[config.mk]
export PLATFORM = sky130hd
export DESIGN_NAME = regression_error_metrics
export DESIGN_NICKNAME = d
export VERILOG_FILES = /design/src/design/rem_pkg.sv /design/src/design/rem_datapath.sv /design/src/design/rem_ctrl.sv /design/src/design/regression_error_metrics.sv
export SDC_FILE = /design/constraint.sdc
export NUM_CORES = 2
export LEC_CHECK = 0
export BUFFER_PORTS_ARGS = -buffer_cell sky130_fd_sc_hd__buf_2
export CELL_PAD_IN_SITES_DETAIL_PLACEMENT = 1
export CELL_PAD_IN_SITES_GLOBAL_PLACEMENT = 2
export CORE_ASPECT_RATIO = 1.1
export CORE_MARGIN = 2
export CORE_UTILIZATION = 44
export CTS_CLUSTER_DIAMETER = 60
export DETAILED_ROUTE_END_ITERATION = 16
export HOLD_SLACK_MARGIN = 0.06
export PLACE_DENSITY = 0.91
export SLEW_MARGIN = 20
export SYNTH_ARGS = -nofsm -noshare
export SYNTH_HDL_FRONTEND = slang
export SYNTH_HIERARCHICAL = 1
export SYNTH_SLANG_ARGS = --single-unit
[constraint.sdc]
create_clock -name clk -period 14.55 [get_ports clk]
set_input_delay 2.1825 -clock clk [delete_from_list [all_inputs] [get_ports clk]]
set_output_delay 2.1825 -clock clk [all_outputs]
set_load 0.005 [all_outputs]
[src/design/rem_pkg.sv]
// Shared types and constants for the regression error metrics block.
// Used by rem_ctrl, rem_datapath and regression_error_metrics; depends on nothing.

package rem_pkg;

  // Field and state widths.
  localparam int VAL_W   = 16;
  localparam int CNT_W   = 17;
  localparam int ABS_W   = 32;
  localparam int SUM_W   = 48;
  localparam int MEAN_W  = 32;
  localparam int STEP_W  = 6;

  // Largest number of pairs that one set counts.
  localparam logic [CNT_W-1:0] MAX_SAMPLES = 17'd65536;

  // Clip limits for the ratio and for the means.
  localparam logic [SUM_W-1:0] RATIO_MAX = 48'h0000_FFFF_0000;
  localparam logic [SUM_W-1:0] MSE_MAX   = 48'd4294836225;
  localparam logic [MEAN_W-1:0] RATIO_MAX32 = 32'hFFFF_0000;
  localparam logic [MEAN_W-1:0] MSE_MAX32   = 32'd4294836225;

  // Last step index of each divider mode, and the square root step count.
  localparam logic [STEP_W-1:0] DIV32_LAST = 6'd31;
  localparam logic [STEP_W-1:0] DIV48_LAST = 6'd47;
  localparam logic [STEP_W-1:0] SQRT_STEPS = 6'd16;

  // Which operands the shared divider loads.
  typedef enum logic [1:0] {
    DIV_RATIO,
    DIV_ABS,
    DIV_SQ,
    DIV_PCT
  } div_sel_t;

  // Commands from the controller to the datapath.
  typedef struct packed {
    logic     capture;
    logic     load_acc;
    logic     div_load;
    div_sel_t div_sel;
    logic     div_step;
    logic     acc_final;
    logic     store_mae;
    logic     store_mse;
    logic     sqrt_step;
    logic     store_final;
  } rem_cmd_t;

  // Status from the datapath to the controller.
  typedef struct packed {
    logic at_zero;
    logic last;
  } rem_status_t;

endpackage

[src/design/rem_datapath.sv]
// Datapath of the regression error metrics block: sums, count, shared divider,
// square root unit and output registers. Depends on rem_pkg.

module rem_datapath import rem_pkg::*; (
  input  logic                     clk,
  input  logic                     rst_n,
  input  rem_cmd_t                 cmd,
  output rem_status_t              status,
  input  logic signed [VAL_W-1:0]  in_true_value,
  input  logic signed [VAL_W-1:0]  in_pred_value,
  input  logic                     in_last,
  output logic [CNT_W-1:0]         out_sample_count,
  output logic [VAL_W-1:0]         out_mean_abs_error,
  output logic [MEAN_W-1:0]        out_mean_sq_error,
  output logic [VAL_W-1:0]         out_root_mean_sq_error,
  output logic [MEAN_W-1:0]        out_mean_abs_pct_error,
  output logic                     out_overflow
);

  // Captured pair.
  logic [VAL_W-1:0]    ad_r;
  logic [VAL_W-1:0]    at_r;
  logic                last_r;
  logic [2*VAL_W-1:0]  sq_r;

  // Running sums and count.
  logic [ABS_W-1:0]    abs_sum_r;
  logic [SUM_W-1:0]    sq_sum_r;
  logic [SUM_W-1:0]    pct_sum_r;
  logic [CNT_W-1:0]    cnt_r;
  logic                sat_r;

  // Divider.
  logic [SUM_W-1:0]    div_q_r;
  logic [CNT_W-1:0]    div_rem_r;
  logic [CNT_W-1:0]    div_den_r;

  // Square root unit.
  logic [MEAN_W-1:0]   sqrt_v_r;
  logic [CNT_W-1:0]    sqrt_rem_r;
  logic [VAL_W-1:0]    sqrt_root_r;

  logic signed [VAL_W:0] diff;
  logic [VAL_W:0]        abs_diff;
  logic [VAL_W:0]        abs_true;
  logic [CNT_W:0]        rem_sh;
  logic [CNT_W:0]        rem_sub;
  logic                  div_ge;
  logic [CNT_W+1:0]      sqrt_sh;
  logic [CNT_W+1:0]      sqrt_trial;
  logic                  sqrt_ge;
  logic [ABS_W:0]        abs_add;
  logic [SUM_W:0]        sq_add;
  logic [SUM_W:0]        pct_add;
  logic                  sat_set;
  logic [MEAN_W-1:0]     mse_clip;
  logic [MEAN_W-1:0]     mape_clip;

  // Difference and magnitudes of the incoming pair.
  always_comb begin
    diff     = VAL_W'(0) + ({in_true_value[VAL_W-1], in_true_value}
               - {in_pred_value[VAL_W-1], in_pred_value});
    abs_diff = diff[VAL_W] ? (~diff + 1'b1) : diff;
    abs_true = in_true_value[VAL_W-1] ?
               (~{1'b1, in_true_value} + 1'b1) : {1'b0, in_true_value};
  end

  // One restoring divider step.
  always_comb begin
    rem_sh  = {div_rem_r, div_q_r[SUM_W-1]};
    div_ge  = rem_sh >= {1'b0, div_den_r};
    rem_sub = rem_sh - {1'b0, div_den_r};
  end

  // One square root step, two radicand bits at a time.
  always_comb begin
    sqrt_sh    = {sqrt_rem_r, sqrt_v_r[MEAN_W-1 -: 2]};
    sqrt_trial = {1'b0, sqrt_root_r, 2'b01};
    sqrt_ge    = sqrt_sh >= sqrt_trial;
  end

  // Saturating sums.
  always_comb begin
    abs_add = {1'b0, abs_sum_r} + {{(ABS_W-VAL_W+1){1'b0}}, ad_r};
    sq_add  = {1'b0, sq_sum_r} + {{(SUM_W-2*VAL_W+1){1'b0}}, sq_r};
    pct_add = {1'b0, pct_sum_r} + {{(SUM_W-MEAN_W+1){1'b0}}, div_q_r[MEAN_W-1:0]};
  end

  // The set overflows when a sum clips or a pair arrives with the count full.
  always_comb begin
    sat_set = 1'b0;
    if (cmd.load_acc && (abs_add[ABS_W] || (cnt_r == MAX_SAMPLES))) begin
      sat_set = 1'b1;
    end
    if (cmd.acc_final && (sq_add[SUM_W] || (!(at_r == '0) && pct_add[SUM_W]))) begin
      sat_set = 1'b1;
    end
  end

  // Clipped means from the quotient.
  always_comb begin
    mse_clip  = (div_q_r > MSE_MAX)   ? MSE_MAX32   : div_q_r[MEAN_W-1:0];
    mape_clip = (div_q_r > RATIO_MAX) ? RATIO_MAX32 : div_q_r[MEAN_W-1:0];
  end

  // Pair capture and the squared error.
  always_ff @(posedge clk) begin
    if (cmd.capture) begin
      ad_r   <= abs_diff[VAL_W-1:0];
      at_r   <= abs_true[VAL_W-1:0];
      last_r <= in_last;
    end
    if (cmd.load_acc) begin
      sq_r <= ad_r * ad_r;
    end
  end

  // Sums, count and overflow flag; cleared once a result is stored.
  always_ff @(posedge clk) begin
    if (!rst_n) begin
      abs_sum_r <= '0;
      sq_sum_r  <= '0;
      pct_sum_r <= '0;
      cnt_r     <= '0;
      sat_r     <= 1'b0;
    end else if (cmd.store_final) begin
      abs_sum_r <= '0;
      sq_sum_r  <= '0;
      pct_sum_r <= '0;
      cnt_r     <= '0;
      sat_r     <= 1'b0;
    end else begin
      if (sat_set) begin
        sat_r <= 1'b1;
      end
      if (cmd.load_acc) begin
        if (abs_add[ABS_W]) begin
          abs_sum_r <= '1;
        end else begin
          abs_sum_r <= abs_add[ABS_W-1:0];
        end
        if (cnt_r != MAX_SAMPLES) begin
          cnt_r <= cnt_r + 1'b1;
        end
      end
      if (cmd.acc_final) begin
        if (sq_add[SUM_W]) begin
          sq_sum_r <= '1;
        end else begin
          sq_sum_r <= sq_add[SUM_W-1:0];
        end
        // The ratio never exceeds its clip limit, so the quotient is added as is.
        if (!(at_r == '0)) begin
          if (pct_add[SUM_W]) begin
            pct_sum_r <= '1;
          end else begin
            pct_sum_r <= pct_add[SUM_W-1:0];
          end
        end
      end
    end
  end

  // Shared divider: load operands, then one quotient bit a cycle.
  always_ff @(posedge clk) begin
    if (cmd.div_load) begin
      div_rem_r <= '0;
      unique case (cmd.div_sel)
        DIV_RATIO: begin
          div_q_r   <= {ad_r, {(SUM_W-VAL_W){1'b0}}};
          div_den_r <= {1'b0, at_r};
        end
        DIV_ABS: begin
          div_q_r   <= {abs_sum_r, {(SUM_W-ABS_W){1'b0}}};
          div_den_r <= cnt_r;
        end
        DIV_SQ: begin
          div_q_r   <= sq_sum_r;
          div_den_r <= cnt_r;
        end
        DIV_PCT: begin
          div_q_r   <= pct_sum_r;
          div_den_r <= cnt_r;
        end
        default: begin
          div_q_r   <= '0;
          div_den_r <= cnt_r;
        end
      endcase
    end else if (cmd.div_step) begin
      div_rem_r <= div_ge ? rem_sub[CNT_W-1:0] : rem_sh[CNT_W-1:0];
      div_q_r   <= {div_q_r[SUM_W-2:0], div_ge};
    end
  end

  // Square root: loaded with the clipped mean squared error.
  always_ff @(posedge clk) begin
    if (cmd.store_mse) begin
      sqrt_v_r    <= mse_clip;
      sqrt_rem_r  <= '0;
      sqrt_root_r <= '0;
    end else if (cmd.sqrt_step) begin
      sqrt_v_r    <= {sqrt_v_r[MEAN_W-3:0], 2'b00};
      sqrt_rem_r  <= sqrt_ge ? CNT_W'(sqrt_sh - sqrt_trial) : sqrt_sh[CNT_W-1:0];
      sqrt_root_r <= {sqrt_root_r[VAL_W-2:0], sqrt_ge};
    end
  end

  // Output registers, written only while the output is empty.
  always_ff @(posedge clk) begin
    if (cmd.store_mae) begin
      out_mean_abs_error <= (div_q_r[MEAN_W-1:VAL_W] != '0) ? '1 : div_q_r[VAL_W-1:0];
    end
    if (cmd.store_mse) begin
      out_mean_sq_error <= mse_clip;
    end
    if (cmd.store_final) begin
      out_mean_abs_pct_error <= mape_clip;
      out_root_mean_sq_error <= sqrt_root_r;
      out_sample_count       <= cnt_r;
      out_overflow           <= sat_r;
    end
  end

  assign status.at_zero = (at_r == '0);
  assign status.last    = last_r;

endmodule

[src/design/rem_ctrl.sv]
// Controller of the regression error metrics block: sequences capture,
// accumulation, divisions and the square root. Depends on rem_pkg.

module rem_ctrl import rem_pkg::*; (
  input  logic        clk,
  input  logic        rst_n,
  input  logic        in_valid,
  output logic        in_stall,
  output logic        out_valid,
  input  logic        out_stall,
  input  rem_status_t status,
  output rem_cmd_t    cmd
);

  typedef enum logic [3:0] {
    ST_IDLE,
    ST_LOAD,
    ST_RATIO,
    ST_ACCUM,
    ST_WAIT,
    ST_MAE,
    ST_MAE_ST,
    ST_MSE,
    ST_MSE_ST,
    ST_MAPE,
    ST_DONE
  } state_t;

  state_t             state_r;
  logic [STEP_W-1:0]  step_r;
  logic               out_valid_r;

  // State, step counter and output valid.
  always_ff @(posedge clk) begin
    if (!rst_n) begin
      state_r     <= ST_IDLE;
      step_r      <= '0;
      out_valid_r <= 1'b0;
    end else begin
      if (out_valid_r && !out_stall) begin
        out_valid_r <= 1'b0;
      end
      unique case (state_r)
        ST_IDLE: begin
          if (in_valid) begin
            state_r <= ST_LOAD;
          end
        end
        ST_LOAD: begin
          step_r  <= '0;
          state_r <= status.at_zero ? ST_ACCUM : ST_RATIO;
        end
        ST_RATIO: begin
          step_r <= step_r + 1'b1;
          if (step_r == DIV32_LAST) begin
            state_r <= ST_ACCUM;
          end
        end
        ST_ACCUM: begin
          state_r <= status.last ? ST_WAIT : ST_IDLE;
        end
        ST_WAIT: begin
          step_r <= '0;
          if (!out_valid_r) begin
            state_r <= ST_MAE;
          end
        end
        ST_MAE: begin
          step_r <= step_r + 1'b1;
          if (step_r == DIV32_LAST) begin
            state_r <= ST_MAE_ST;
          end
        end
        ST_MAE_ST: begin
          step_r  <= '0;
          state_r <= ST_MSE;
        end
        ST_MSE: begin
          step_r <= step_r + 1'b1;
          if (step_r == DIV48_LAST) begin
            state_r <= ST_MSE_ST;
          end
        end
        ST_MSE_ST: begin
          step_r  <= '0;
          state_r <= ST_MAPE;
        end
        ST_MAPE: begin
          step_r <= step_r + 1'b1;
          if (step_r == DIV48_LAST) begin
            state_r <= ST_DONE;
          end
        end
        ST_DONE: begin
          out_valid_r <= 1'b1;
          state_r     <= ST_IDLE;
        end
        default: begin
          state_r <= ST_IDLE;
        end
      endcase
    end
  end

  // Datapath commands decoded from the state.
  always_comb begin
    cmd             = '0;
    cmd.div_sel     = DIV_RATIO;
    unique case (state_r)
      ST_IDLE:   cmd.capture = in_valid && rst_n;
      ST_LOAD: begin
        cmd.load_acc = 1'b1;
        cmd.div_load = 1'b1;
        cmd.div_sel  = DIV_RATIO;
      end
      ST_RATIO:  cmd.div_step = 1'b1;
      ST_ACCUM:  cmd.acc_final = 1'b1;
      ST_WAIT: begin
        cmd.div_load = !out_valid_r;
        cmd.div_sel  = DIV_ABS;
      end
      ST_MAE:    cmd.div_step = 1'b1;
      ST_MAE_ST: begin
        cmd.store_mae = 1'b1;
        cmd.div_load  = 1'b1;
        cmd.div_sel   = DIV_SQ;
      end
      ST_MSE:    cmd.div_step = 1'b1;
      ST_MSE_ST: begin
        cmd.store_mse = 1'b1;
        cmd.div_load  = 1'b1;
        cmd.div_sel   = DIV_PCT;
      end
      // The square root runs alongside the first steps of the last division.
      ST_MAPE: begin
        cmd.div_step  = 1'b1;
        cmd.sqrt_step = step_r < SQRT_STEPS;
      end
      ST_DONE:   cmd.store_final = 1'b1;
      default:   cmd = '0;
    endcase
  end

  assign in_stall  = (state_r != ST_IDLE) || !rst_n;
  assign out_valid = out_valid_r;

`ifndef SYNTH
  // The result is stored only while the output register is empty.
  a_done_empty: assert property (@(posedge clk) disable iff (!rst_n)
    (state_r == ST_DONE) |-> !out_valid_r)
    else $error("result stored while output register still full");

  // A new output word appears only after a finished set.
  a_valid_src: assert property (@(posedge clk) disable iff (!rst_n)
    $rose(out_valid_r) |-> ($past(state_r) == ST_DONE))
    else $error("output valid raised outside the done state");

  // An accepted word always starts the load step.
  a_accept_load: assert property (@(posedge clk) disable iff (!rst_n)
    (in_valid && !in_stall) |=> (state_r == ST_LOAD))
    else $error("accepted word did not start processing");

  // The step counter never runs past the widest division.
  a_step_range: assert property (@(posedge clk) disable iff (!rst_n)
    step_r <= DIV48_LAST + 1'b1)
    else $error("step counter out of range");
`endif

endmodule

[src/design/regression_error_metrics.sv]
// Top level of the regression error metrics block: controller plus datapath.
// Depends on rem_pkg, rem_ctrl and rem_datapath.

// Takes (true, predicted) Q8.8 pairs and, on the word marked last, returns the
// count, MAE, MSE, RMSE and MAPE of the set, then starts a new set. A new pair
// is accepted only once the previous one is through. The shared restoring
// divider produces one quotient bit per cycle for the 32-bit percentage ratio,
// which is skipped when the true value is zero. A last pair adds the three mean
// divisions (32, 48 and 48 steps, the square root running beside the last one),
// plus any wait for the previous result to leave the output register. Results
// in the output register do not block acceptance of further pairs.

module regression_error_metrics import rem_pkg::*; (
  input  logic                     clk,
  input  logic                     rst_n,
  input  logic                     in_valid,
  output logic                     in_stall,
  input  logic signed [VAL_W-1:0]  in_true_value,
  input  logic signed [VAL_W-1:0]  in_pred_value,
  input  logic                     in_last,
  output logic                     out_valid,
  input  logic                     out_stall,
  output logic [CNT_W-1:0]         out_sample_count,
  output logic [VAL_W-1:0]         out_mean_abs_error,
  output logic [MEAN_W-1:0]        out_mean_sq_error,
  output logic [VAL_W-1:0]         out_root_mean_sq_error,
  output logic [MEAN_W-1:0]        out_mean_abs_pct_error,
  output logic                     out_overflow
);

  rem_cmd_t    cmd;
  rem_status_t status;

  // Sequencer.
  rem_ctrl u_ctrl (
    .clk       (clk),
    .rst_n     (rst_n),
    .in_valid  (in_valid),
    .in_stall  (in_stall),
    .out_valid (out_valid),
    .out_stall (out_stall),
    .status    (status),
    .cmd       (cmd)
  );

  // Arithmetic and result registers.
  rem_datapath u_datapath (
    .clk                    (clk),
    .rst_n                  (rst_n),
    .cmd                    (cmd),
    .status                 (status),
    .in_true_value          (in_true_value),
    .in_pred_value          (in_pred_value),
    .in_last                (in_last),
    .out_sample_count       (out_sample_count),
    .out_mean_abs_error     (out_mean_abs_error),
    .out_mean_sq_error      (out_mean_sq_error),
    .out_root_mean_sq_error (out_root_mean_sq_error),
    .out_mean_abs_pct_error (out_mean_abs_pct_error),
    .out_overflow           (out_overflow)
  );

endmodule
==> flow_results.org <==
** CTS
- The root buffer cell chosen for the clock tree is sky130_fd_sc_hd__clkbuf_16.
- Insertion delay of the later-clocked pin in the worst-skew pair :: 620 ps
- Clk sink count :: between 400 and 500
- Buffers added to address setup during post-CTS repair amount to 0.
- After clock tree synthesis, the repair step resized 0 gates.
- After clock tree synthesis, the clock-pin slew on the worst setup and hold paths is around 60 ps.
- Buffers inserted to repair hold after CTS numbered 0.
- Counting the buffers created by CTS gives 53.
- TritonCTS built the clock tree.
- Longest Clk Path Bufs :: 3
- The H-tree was split into 2 levels.

** Synthesis
- After synthesis, the largest area contributor takes up 24.5% of total cell area.
- The cell count after synthesis came out at 3404.
- Leading register cell type out of synthesis :: sky130_fd_sc_hd__edfxtp_1
- When the netlist entered floorplanning its net count stood at 3842.
- Sorting the synthesized cells by area gives the leading types as sky130_fd_sc_hd__edfxtp_1, sky130_fd_sc_hd__dfxtp_1, sky130_fd_sc_hd__fa_1, sky130_fd_sc_hd__ha_1, sky130_fd_sc_hd__inv_1.
- Share of synthesized flip-flops with an asynchronous set or reset :: 0%
- Sequential elements use 36.7% of the synthesized area.
- Counting flops and latches in the post-synthesis netlist gives 482.
- Distinct cell type count of the synthesized netlist :: 93
- After synthesis the cells add up to 0.0338 sq mm.
- Syn avg cell area :: 9.92 sq um
- Cell type with the largest total area after synthesis :: sky130_fd_sc_hd__edfxtp_1
- Counting flops with a built-in enable in the synthesized netlist gives between 200 and 300.
- The Yosys step of the flow raised 6 warnings.

** Floorplanning
- The total area inside the core boundary comes to 0.0760 sq mm.
- The floorplan has 106 rows.
- For this configuration, the core starts out at a cell density of 44.4%.
- Floorplan die area :: just under 0.08 sq mm
- Die height :: ~290 microns
- Pin placement for this block handled 153 I/O pins.
- The die is 268 microns wide.

** Global routing
- The number of global-route vias before repair is 27600.
- Fraction of met3 tracks used by global routing :: approximately 2.8%
- Global routing consumed, on the met2 layer, 44.9% of the routing resources.
- The global routing stage identified its most utilized layer as met2.
- Antenna violations before repair :: 3
- Met1 global-route usage :: 31.8%
- GRT overflow :: 0
- Entering global routing, the biggest net connects 80 pins.
- GRT Total Usage :: around a quarter
- Global-route wire length before repair :: 157000 microns

** Setup path
- Length in cells of the worst reg-to-reg path :: 18
- STA classifies the critical path startpoint as a flop.
- The critical path runs through a total of 18 cells.
- Counting both buffers and inverters, the worst setup path holds a total of 3.
- Launch instance of the worst register-to-register path :: u_datapath/ad_r[14]$_DFFE_PP_
- Worst R2R End :: u_datapath/sq_r[29]$_DFFE_PP_
- At the worst endpoint, the required time is 14910 ps.
- The critical path is of the reg2reg type.
- Flop2flop setup slack :: 7560 ps
- Among all stages on the critical path, the largest delay is contributed by sky130_fd_sc_hd__edfxtp_1.
- Along the worst path, the maximum fanout reaches 21.
- CP max stage delay :: 970 ps
- STA classifies the critical path endpoint as a flop.
- The cell family contributing the most delay on the critical path is adder cells.
- Arrival @ worst endpoint :: 7350 ps
- The critical path goes through nand2_1 > fa_1 > inv_1 > fa_1 > fa_1 > fa_1 > fa_1 > inv_1 > fa_1 > inv_1 > ha_1 > a21o_1 > a21o_1 > a21oi_1 > a311oi_1 > a21boi_0 > o21ai_0 > xnor2_1.
- Counting stages on the worst path, the most repeated cell is sky130_fd_sc_hd__fa_1.

** Detailed routing
- The pre-antenna-repair detailed-routing pass consisted of 5 iterations.
- Wires add up to 99600 microns.
- Detailed routing inserted a total of 26200 vias.
- For this block, the initial DRC count from the detailed router was 1512.
- In the routed layout, each cell is associated on average with a via count of approximately 5.7.
- Dividing the detail-routed wire length by the instance count gives 21.8 microns.
- In the routed design, unresolved DRC markers number 0.
- In this run the remaining antenna-violating nets after routing total 0.

** Cells and area
- The number of antenna diodes in the final layout is 0.
- The top cell types in the final layout, fill and taps aside, are sky130_fd_sc_hd__inv_1, sky130_fd_sc_hd__edfxtp_1, sky130_fd_sc_hd__ha_1, sky130_fd_sc_hd__a21oi_1, sky130_fd_sc_hd__nor2_1.
- At the end of the flow, the number of nets in the layout was ~3900.
- Excluding fillers, the count of instances in the completed layout stands at 4568.
- Leaving out fill and tap cells, the most frequent cell in the layout is sky130_fd_sc_hd__inv_1.
- Layout overhead on the synthesized area :: 10.5%
- In the final layout, the share of cells above drive strength 1 is 11.7%.

** STA
- Max Clk Rate :: 143 MHz
- Final hold vios :: 0
- Worst clock skew on the final layout :: 17.1 ps
- Setup repair after global routing left no endpoint under its margin.
- Final cycle utilization of the critical path :: 48.0%
- Setup violations remaining at the end of the flow were counted as 0.
- In this run the tightest slew margin relative to its limit is 22.0%.
- Transition time at the pin with the least slew margin :: about 1200 ps
- Setup total negative slack on the finished layout was measured at 0 ps.
- The final number of max-transition violations came to 0.
- The worst path in the final design needs a cycle of 6990 ps, including I/O delays and setup.

** Placed design
- In this run, placement finished with an instance count of around 4500.
- During placement, the flow inserted port buffers numbering around 150.
- Routability-driven placement finished with a final weighted congestion of approximately 0.88.
- DP HPWL :: 75000 microns

** Outcome
- Status :: complete, no violations

** Min path
- Class of the worst hold path :: reg2reg
- Startpoint of the worst hold path :: u_datapath/div_rem_r[6]$_SDFFE_PP0P_
- The worst hold path was traced through 2 stages.
- Worst Hold End :: u_datapath/div_rem_r[6]$_SDFFE_PP0P_

** Job
- Across the run, the number of max-cap violations was 0.
[worst min-delay path, cell delays in order (launching register included)]
cell and delay, ps:
sky130_fd_sc_hd__dfxtp_1 320, sky130_fd_sc_hd__nand2_1 50, sky130_fd_sc_hd__o21ai_0 60
[registers in the layout, indices dropped and copies added (netlist names), 4 cells and up]
name	count
u_datapath/div_q_r	48
u_datapath/pct_sum_r	48
u_datapath/sq_sum_r	48
u_datapath/abs_sum_r	32
u_datapath/out_mean_abs_pct_error	32
u_datapath/out_mean_sq_error	32
u_datapath/sqrt_v_r	32
u_datapath/sq_r	31
u_datapath/cnt_r	17
u_datapath/div_den_r	17
u_datapath/div_rem_r	17
u_datapath/out_sample_count	17
u_datapath/sqrt_rem_r	17
u_datapath/ad_r	16
u_datapath/at_r	16
u_datapath/out_mean_abs_error	16
u_datapath/out_root_mean_sq_error	16
u_datapath/sqrt_root_r	16
u_ctrl/step_r	6
u_ctrl/state_r	4
[cell usage after synthesis (6+ instances only)]
library cell	instances
sky130_fd_sc_hd__xnor2_1	111
sky130_fd_sc_hd__nor2b_1	23
sky130_fd_sc_hd__mux2_2	77
sky130_fd_sc_hd__nand2_1	190
sky130_fd_sc_hd__mux2i_1	62
sky130_fd_sc_hd__ha_1	233
sky130_fd_sc_hd__or2_2	9
sky130_fd_sc_hd__or3_1	23
sky130_fd_sc_hd__a21boi_0	7
sky130_fd_sc_hd__a22oi_1	19
sky130_fd_sc_hd__xor2_1	78
sky130_fd_sc_hd__nor4_1	32
sky130_fd_sc_hd__edfxtp_1	275
sky130_fd_sc_hd__clkbuf_1	110
sky130_fd_sc_hd__a41oi_1	6
sky130_fd_sc_hd__fa_1	168
sky130_fd_sc_hd__o21ai_0	159
sky130_fd_sc_hd__o21ai_1	9
sky130_fd_sc_hd__a211oi_1	39
sky130_fd_sc_hd__nand4_1	40
sky130_fd_sc_hd__inv_1	374
sky130_fd_sc_hd__dfxtp_1	207
sky130_fd_sc_hd__a31oi_1	58
sky130_fd_sc_hd__o21bai_1	13
sky130_fd_sc_hd__nor2_1	214
sky130_fd_sc_hd__buf_2	17
sky130_fd_sc_hd__and4_1	13
sky130_fd_sc_hd__a21oi_1	224
sky130_fd_sc_hd__and2_1	81
sky130_fd_sc_hd__o31ai_1	16
sky130_fd_sc_hd__mux4_2	16
sky130_fd_sc_hd__nand2b_1	71
sky130_fd_sc_hd__nor3b_1	7
sky130_fd_sc_hd__a21o_1	86
sky130_fd_sc_hd__and3_1	44
sky130_fd_sc_hd__a311oi_1	21
sky130_fd_sc_hd__nor3_1	47
sky130_fd_sc_hd__nand3_1	47
sky130_fd_sc_hd__o211ai_1	16
sky130_fd_sc_hd__o22ai_1	28
sky130_fd_sc_hd__buf_1	9
sky130_fd_sc_hd__o21a_1	18
[worst max path at each step]
stage | start | slack, ps | to
5_1_grt | u_datapath/ad_r[14]$_DFFE_PP_ | 7110 | u_datapath/sq_r[29]$_DFFE_PP_
4_1_cts | u_datapath/ad_r[14]$_DFFE_PP_ | 7510 | u_datapath/sq_r[29]$_DFFE_PP_
3_3_place_gp | u_datapath/ad_r[4]$_DFFE_PP_ | 7700 | u_datapath/sq_r[29]$_DFFE_PP_
2_1_floorplan | u_datapath/ad_r[4]$_DFFE_PP_ | 8250 | u_datapath/sq_r[30]$_DFFE_PP_
6_report | u_datapath/ad_r[14]$_DFFE_PP_ | 7560 | u_datapath/sq_r[29]$_DFFE_PP_
3_5_place_dp | u_datapath/ad_r[14]$_DFFE_PP_ | 7550 | u_datapath/sq_r[29]$_DFFE_PP_
[metrics by stage]
stage / instance area, sq um / hold WS (ps) / setup WS [ps] / util (%)
floorplan: 33800 / 406 / 8250 / -
global placement: 35500 / 458 / 7700 / 46.8
detailed placement: 35500 / 479 / 7550 / 46.8
CTS: 37300 / 488 / 7510 / 49.0
global route: 37300 / 517 / 7110 / 49.1
finish: 37300 / 483 / 7560 / 49.1
[layer usage]
metal	wire length (microns)	vias up
met1	42200	13200
li1	-	12200
met5	41	-
met2	49800	632
met3	4170	180
met4	3360	6
[area by class of cell]
class                      count  area [sq um]
sequential                   482         12400
fill                        8524         38700
multi-input combinational   2407         19500
clock inverter                35           339
timing repair buffer         179           976
inverter                     375          1410
clock buffer                  64          1400
tap                         1026          1280
[cell families after synthesis]
group,Yosys count,synth area share (%)
AND/OR/NAND/NOR,868,13.1
AO/OA/AOI/OAI,793,15.3
buffers and inverters,515,5.86
flip-flops,482,36.7
adder cells (fa/ha/maj),401,18.6
XOR/XNOR,189,4.90
multiplexers,156,5.51
Power is left out: the tool's default activity adds up to more than one toggle a clock period on the data nets, which glitch-free logic cannot reach.
